$ cat src/sv/assert_macros.svh
// assertion helpers shared by the rtl files
`ifndef ASSERT_MACROS_SVH
`define ASSERT_MACROS_SVH

// property that must hold at every clock edge outside reset
`define BVP_ASSERT(lbl, clk, rstn, prop, msg) \
    lbl: assert property (@(posedge clk) disable iff (!rstn) (prop)) else $error(msg);

// antecedent in one cycle implies consequent in the next
`define BVP_ASSERT_NEXT(lbl, clk, rstn, ante, cons, msg) \
    lbl: assert property (@(posedge clk) disable iff (!rstn) (ante) |=> (cons)) else $error(msg);

`endif

$ cat src/sv/bvp_pkg.sv
// ----------------------------------------------------------------------------
// bvp_pkg
// types, constants and fixed-point helpers for the boris velocity push
// ----------------------------------------------------------------------------
`timescale 1ns / 1ps

package bvp_pkg;

    localparam int QW              = 32;
    localparam int QUEUE_DEPTH_DEF = 4;
    localparam int DIV_W           = 49;   // width of numerator and divisor
    localparam int REM_W           = 66;   // divisor shifted by the top quotient bit
    localparam int QUOT_W          = 18;   // factor lies in [0, 2^17]
    localparam int APB_AW          = 3;

    localparam logic REG_CTM = 1'b0;
    localparam logic REG_TS  = 1'b1;

    typedef logic [2:0][QW-1:0] vec_t;

    // vel in the lowest bits, x lowest within each vector
    typedef struct packed {
        vec_t bfield;
        vec_t efield;
        vec_t vel;
    } item_t;

    typedef struct packed {
        vec_t vm;
        vec_t vp;
        vec_t t;
        vec_t ek;
    } div_ctx_t;

    function automatic logic signed [63:0] smul(logic [QW-1:0] a, logic [QW-1:0] b);
        return $signed(a) * $signed(b);
    endfunction

    // round half up, drop 16 fraction bits
    function automatic logic signed [47:0] rnd(logic signed [63:0] p);
        logic signed [63:0] s;
        s = p + 64'sd32768;
        return s[63:16];
    endfunction

    function automatic logic [QW-1:0] sat32(logic signed [51:0] x);
        logic [QW-1:0] r;
        if (x > 52'sd2147483647)
            r = 32'h7fff_ffff;
        else if (x < -52'sd2147483648)
            r = 32'h8000_0000;
        else
            r = x[QW-1:0];
        return r;
    endfunction

endpackage

$ cat src/sv/bvp_front.sv
// ----------------------------------------------------------------------------
// bvp_front
// input stage: takes particle transactions and hands them to the queue
// ----------------------------------------------------------------------------
`timescale 1ns / 1ps

module bvp_front (
    input  logic           clk,
    input  logic           rst_n,
    input  logic           s_tvalid,
    output logic           s_tready,
    input  logic [287:0]   s_tdata,
    output logic           push,
    output bvp_pkg::item_t push_item,
    input  logic           q_full
);
    import bvp_pkg::*;

    logic  fv_reg;
    logic  fv_next;
    item_t item_reg;

    assign s_tready  = !fv_reg || !q_full;
    assign push      = fv_reg && !q_full;
    assign push_item = item_reg;

    always_comb
    begin
        fv_next = fv_reg;
        if (s_tvalid && s_tready)
            fv_next = 1'b1;
        else if (push)
            fv_next = 1'b0;
    end

    always_ff @(posedge clk or negedge rst_n)
    begin
        if (!rst_n)
            fv_reg <= 1'b0;
        else
            fv_reg <= fv_next;
    end

    always_ff @(posedge clk)
    begin
        if (s_tvalid && s_tready)
            item_reg <= item_t'(s_tdata);
    end

endmodule

$ cat config.mk
export PLATFORM = sky130hd
export DESIGN_NAME = bvp_front
export DESIGN_NICKNAME = d
export VERILOG_FILES = /design/src/sv/assert_macros.svh /design/src/sv/bvp_pkg.sv /design/src/sv/bvp_front.sv
export SDC_FILE = /design/constraint.sdc
export NUM_CORES = 1
export LEC_CHECK = 0
export CORE_AREA = 2 2 227 229
export CTS_BUF_LIST = sky130_fd_sc_hd__clkbuf_4 sky130_fd_sc_hd__clkbuf_8
export DETAILED_ROUTE_END_ITERATION = 10
export DIE_AREA = 0 0 229 231
export DONT_BUFFER_PORTS = 1
export PLACE_DENSITY = 0.3
export RECOVER_POWER = 25
export SYNTH_ARGS = -nofsm -noshare
export SYNTH_HDL_FRONTEND = slang
export SYNTH_SLANG_ARGS = --single-unit
$ cat constraint.sdc
create_clock -name clk -period 26.7 [get_ports clk]
set_clock_uncertainty 0.2 [all_clocks]
set_input_delay 4.005 -clock clk [delete_from_list [all_inputs] [get_ports clk]]
set_output_delay 4.005 -clock clk [all_outputs]
set_load 0.01 [all_outputs]
==> impl_results.md, run 1 <==
* WS Path Type: input port to output port
* Starting Density at ~17%
* CTS tree: done
* Largest net degree at the start of global routing at 74
* Hold EP: fv_reg
* Clock sinks at approximately 290
* ANT cells at 0
* Critical R2R Capture: push_item[163]
* Startpoint type of the worst setup path: input port
* Yosys top cell by area: edfxtp_1
* Setup Buffers After CTS at 0
* DR DRC count at 0
* Worst reg-to-reg setup slack at between 20000 and 25000 ps
* Min-Delay Path Depth at 1
* Drt wl/cell at approximately 22 um
* Initial antenna violation count at 4
* FP Rows at 83
* Reg2Reg Depth at 3
* Worst Path Arrival at around 4200 ps
* Clock Tree Buf Depth at 3
* P_leak at between 3 and 4 nW
* P per Cell Area at ~91 nW/um^2
* Synthesis warning total at 0
* Final Net Count at roughly 640
* Vias at around 3300
* Min-delay src: fv_reg
* Initial DRT Pass Iterations at 4
* Area Overhead vs Synth at 21.8%
* Share of cells above drive strength 1 at between 20% and 30%
* Cells taking the most area after synthesis: edfxtp_1, dfrtp_1, a21o_2
* Vias per cell at between 3 and 4
* VDD IR max at 29.1 uV
* Final setup violation count at 0
* Core area at ~51000 um^2
* Critical Path RT at between 20000 and 25000 ps
* Pwr Total at 0.965 mW
* I/O pin count at about 580
* Tot GR Track Use at 8.13%
* Final wirelength at between 20000 and 25000 um
* CTS H-tree depth at 2
* Final Max Tran Viols at 0
* RSZ-0062 raised after global routing: false
* Final Cycle Share at 31.5%
* Comb power frac at 1.2%
* Critical-path top delay cell: nor2b_1
* Hold Crit Class: flop to flop
* Flop pwr share at around 58%
* FMAX at 0.119 GHz
* Die Ht at around 230 um
* Worst skew pair latency at about 580 ps
* Switching Power at ~0.21 mW
* Largest register FFs at roughly 290
* Setup TNS at 0 ps
* Hold Vio Cnt, Final at 0
* Post-Syn Area at 8700 um^2
* Slew margin rel. at ~40%
* Worst path cell trace: nor2b_1
* Syn nets at a little under 600
* Grt ovf at 0
* Worst Tran Pin Value at 901 ps
* Max-Cap Viols at 0
* CP endpoint kind: output port
* Number of global-route vias before repair at between 3000 and 4000
* Avg Cell Area, Syn at approximately 30 um^2
* Reg2reg start: fv_reg
* DIE AREA at about 53000 um^2
* Status: complete, no violations
* Cell count after synthesis at around 290
* Post-layout util at a little over a fifth
* Buf/Inv on CP at 0
* Sw Ratio at between 20% and 30%
* Seq/Total Area, Yosys at ~100%
* Synth top area share at roughly 99%
* Starting DRT DRC Count at 162
* Total CTS buffers at 50
* Post-cts gate resize count at 0
* CTS root buf: clkbuf_8
* Seq cells post-synth at a little under 300
* PortBufs at 0
* Yosys cell types at 6
* Number of hold buffers added after cts at 0
* Horiz. Die Dim at approximately 230 um
* Worst Path Max Fanout at 4
* ANT nets after route at 0
* Pint at 0.754 mW
* Final min period at 8410 ps
* Clk slew on worst S/H paths at around 60 ps
* Clock power share at approximately two fifths
* Slowest stage delay, CP at approximately 200 ps
* Dpl hpwl at between 15000 and 20000 um
* GP Congestion at 0.736
* First-pass GRT wire length at 29900 um
* Crit path max-delay family: simple AND/OR/NAND/NOR gates
-- worst max path at each step --
stage	from	to	slack (ps)	depth (start not counted)
finish	q_full	push	18290	1
global placement	q_full	push	18260	1
detailed placement	q_full	push	18280	1
CTS	q_full	push	18280	1
floorplan	s_tvalid	push_item[0]	410	1
global route	q_full	push	18270	1
-- routing by layer --
layer  routed length [um]  GRT usage [%]
met4                  671           3.69
met2                12600           14.6
met3                 2840           5.19
met5                   34              0
met1                 6860           7.04
-- cells in the final DEF, fill, tap and decap left out, drive strengths merged --
| cell | n |
|---|---|
| dfrtp | 1 |
| nor2b | 1 |
| a21boi | 1 |
| clkbuf | 70 |
| clkinvlp | 2 |
| a21o | 1 |
| nand2 | 1 |
| buf | 4 |
| bufinv | 1 |
| clkinv | 18 |
| edfxtp | 288 |
-- cell type report --
cell class | instances | area (um^2)
fillers | 5315 | 40100
flip-flops and latches | 289 | 8670
clock buffers | 70 | 870
well taps | 680 | 851
clock inverters | 21 | 134
multi-input cells | 4 | 37.5
repair buffers | 4 | 30.0
-- power by group through the flow --
stage	sequential, mW	combinational (mW)	clock, mW
2_1_floorplan	0.582	0.00826	0
3_3_place_gp	0.568	0.0116	0
3_5_place_dp	0.567	0.0123	0
4_1_cts	0.558	0.0123	0.419
5_1_grt	0.559	0.0133	0.439
6_report	0.557	0.0117	0.397
-- through the flow --
step	setup slack [ps]	cell area, um^2	std cells	hold WS (ps)
after floorplan	406	8700	293	292
after global placement	18260	9590	977	433
after detailed placement	18280	9590	977	425
after CTS	18280	10600	1068	454
after global routing	18270	10600	1068	473
final	18290	10600	1068	452
-- synthesized netlist by cell type --
library cell and n:
edfxtp_1 288, a21boi_0 1, a21o_2 1, dfrtp_1 1, nand2_1 1, nor2b_1 1
-- logic make-up after synthesis --
kind of cell	share of synthesized area (%)
flops	99.7
compound gates	0.187
simple gates	0.115
Power figures use the tool's default switching activity.
==> run 2: changes to the inputs <==
Settings changed: ABC_AREA from default to 1.
Clock period 26.7 ns to 8.38 ns, I/O delays scaled along.
==> impl_results.md, run 2 <==
* Initial antenna violation count at 4
* Worst reg-to-reg setup slack at between 6000 and 7000 ps
* CP Capture Point: push
* RSZ-0062 raised after global routing: false
* Buf/Inv on CP at 0
* Slowest stage delay, CP at roughly 200 ps
* Most common cell after layout, fill and taps aside: edfxtp_1
* I/O pin count at just under 600
* CTS tree: done
* Critical R2R Capture: push_item[160]
* Worst Tran Pin Value at just over 900 ps
* Final Max Tran Viols at 0
* Seq cells post-synth at around 290
* Worst path cell trace: nor2_1
* CP endpoint kind: output port
* Vias per cell at approximately 3.1
* P_leak at around 3.3 nW
* Clock power share at about two fifths
* Most frequent cells in the layout: edfxtp_1, clkbuf_8, clkbuf_4
* Synth Area in Compound Gates at less than 1%
* Largest net degree at the start of global routing at 147
* Post-cts gate resize count at 0
* Cell count after synthesis at 295
* DR DRC count at 0
* Final min period at about 3000 ps
* Worst skew pair latency at roughly 580 ps
* Fillers at about 5300
* Starting DRT DRC Count at approximately 190
* Reg2reg start: fv_reg
* Simple-gate share of the synthesized area at less than 1%
* Final setup violation count at 0
* Total CTS buffers at between 50 and 60
* Area Overhead vs Synth at 22.1%
* CTS root buf: clkbuf_8
* Share of cells above drive strength 1 at a little over a fifth
* Hold Crit Class: input port to async pin
* Setup Buffers After CTS at 0
* Yosys top cell by area: edfxtp_1
* WP depth at 1
* Worst Path Max Fanout at 3
* Pint at between 2 and 2.5 mW
* Clock sinks at 289
* WS Path Type: input port to output port
* Setup crit start: q_full
* Horiz. Die Dim at 229 um
* P per Cell Area at ~300 nW/um^2
* Slew margin rel. at 39.6%
* Critical-path top delay cell: nor2_1
* Asr flop ratio synth at less than 1%
* Tot GR Track Use at under 10%
* EDFF count, synth at approximately 290
* Starting Density at between 10% and 20%
* Final Net Count at 642
* Seq/Total Area, Yosys at between 90 and 100%
* Count leader, synth: edfxtp_1
* Number of global-route vias before repair at 3587
* CTS H-tree depth at 2
* Yosys cell types at 6
* Number of hold buffers added after cts at 0
* Dpl hpwl at roughly 17000 um
* PortBufs at 0
* Final Cycle Share at a little over a third
* Startpoint type of the worst setup path: input port
* Syn nets at a little under 600
* Core area at just over 50000 um^2
* Final wirelength at 22700 um
* Synth top area share at between 90% and 100%
* Clk slew on worst S/H paths at ~60 ps
* VDD IR max at roughly 130 uV
* Flop pwr share at around 57%
* Multi-input gate area at between 20 and 30 um^2
* Worst Path Arrival at ~1500 ps
* Critical Path RT at about 6900 ps
* Synth Area in XOR/XNOR at 0%
* Reg2Reg Depth at 2
* Crit path max-delay family: simple AND/OR/NAND/NOR gates
* DIE AREA at between 50000 and 60000 um^2
* Avg Cell Area, Syn at 29.5 um^2
* Cells taking the most area after synthesis: edfxtp_1, dfrtp_1, inv_1
* Hold Vio Cnt, Final at 0
* Die Ht at between 200 and 250 um
* Setup TNS at 0 ps
* Comb power frac at roughly 1.2%
* Synth cell count leaders: edfxtp_1, inv_1, nand2_1
* First-pass GRT wire length at between 20000 and 30000 um
* Initial DRT Pass Iterations at 4
* Main synth FF type: edfxtp_1
* DP Cell Count at 977
* FMAX at around 0.34 GHz
* Status: complete, no violations
* Drt wl/cell at ~21 um
* Switching Power at 0.676 mW
* Adder-Cell Fraction of Synth Area at 0%
* Proportion of synthesized area in mux cells at 0%
* Finished Layout Cells at 1068
* Synthesis warning total at 0
* Post-Syn Area at 8700 um^2
* Vias at 3336
* Max-Cap Viols at 0
* Largest register FFs at 288
* GP Congestion at 0.739
* ANT nets after route at 0
* Sw Ratio at between 20% and 30%
* FP Rows at 83
* Grt ovf at 0
* Reg area at a little under 9000 um^2
* Clock Tree Buf Depth at 3
* Largest family of logic cells by synthesized area: simple AND/OR/NAND/NOR gates
run 2: cell count changes in the layout (fill, tap and decap cells not counted), moves of 2 or more:
cell and delta:
bufinv_16 +2, inv_1 +2, clkbuf_4 -3, buf_12 +2, clkinv_1 +3, clkbuf_8 -2
buf_4 -4
run 2: per-stage QoR:
step	hold slack, ps	setup slack [ps]	cell area, um^2	power [mW]	util, %
after global placement	479	5420	9600	1.85	18.9
after detailed placement	469	5440	9600	1.84	18.9
after CTS	76.8	5440	10600	3.18	21.0
after floorplan	407	1600	8710	1.82	-
final	169	5460	10600	3.11	21.0
after global routing	81.9	5430	10600	3.26	21.0
run 2: how the worst min path moves through the flow:
stage                 from  endpoint  slack [ps]  cells after the start
floorplan           fv_reg    fv_reg         410                      2
global placement    fv_reg    fv_reg         480                      2
detailed placement  fv_reg    fv_reg         470                      2
CTS                  rst_n    fv_reg          80                      0
global route         rst_n    fv_reg          80                      0
finish               rst_n    fv_reg         170                      0
run 2: kinds of logic after synthesis:
family	count (synthesis)
buffers and inverters	2
flip-flops	289
AO/OA/AOI/OAI	1
AND/OR/NAND/NOR	3
run 2: cell type report:
cell class | instances | share of cell area (%)
sequential | 289 | 81.7
tap | 680 | 8.01
clock buffer | 65 | 7.72
clock inverter | 25 | 1.88
timing repair buffer | 2 | 0.377
multi-input combinational | 4 | 0.259
inverter | 2 | 0.0707
antenna | 1 | 0.0236
run 2: power by group through the flow:
stage	logic (mW)	registers, mW	clock network (mW)
3_5_place_dp	0.0405	1.80	0
4_1_cts	0.0405	1.78	1.37
3_3_place_gp	0.0379	1.81	0
2_1_floorplan	0.0268	1.79	0
6_report	0.0386	1.77	1.30
5_1_grt	0.0431	1.78	1.44
run 2: layer usage:
| layer | track usage (%) | wire length [um] | share of wire, % | up-vias |
|---|---|---|---|---|
| met5 | 0 | 23 | 0.10 | - |
| met4 | 3.59 | 660 | 2.9 | 4 |
| met3 | 5.30 | 2890 | 13 | 49 |
| met2 | 14.3 | 12400 | 55 | 321 |
| met1 | 6.77 | 6750 | 30 | 1637 |
| li1 | - | - | - | 1325 |
run 2: worst reg2reg max path, cell delays in order, from the launching register on:
cell and delay (ps):
dfrtp_1 420, a21oi_4 230, buf_12 470
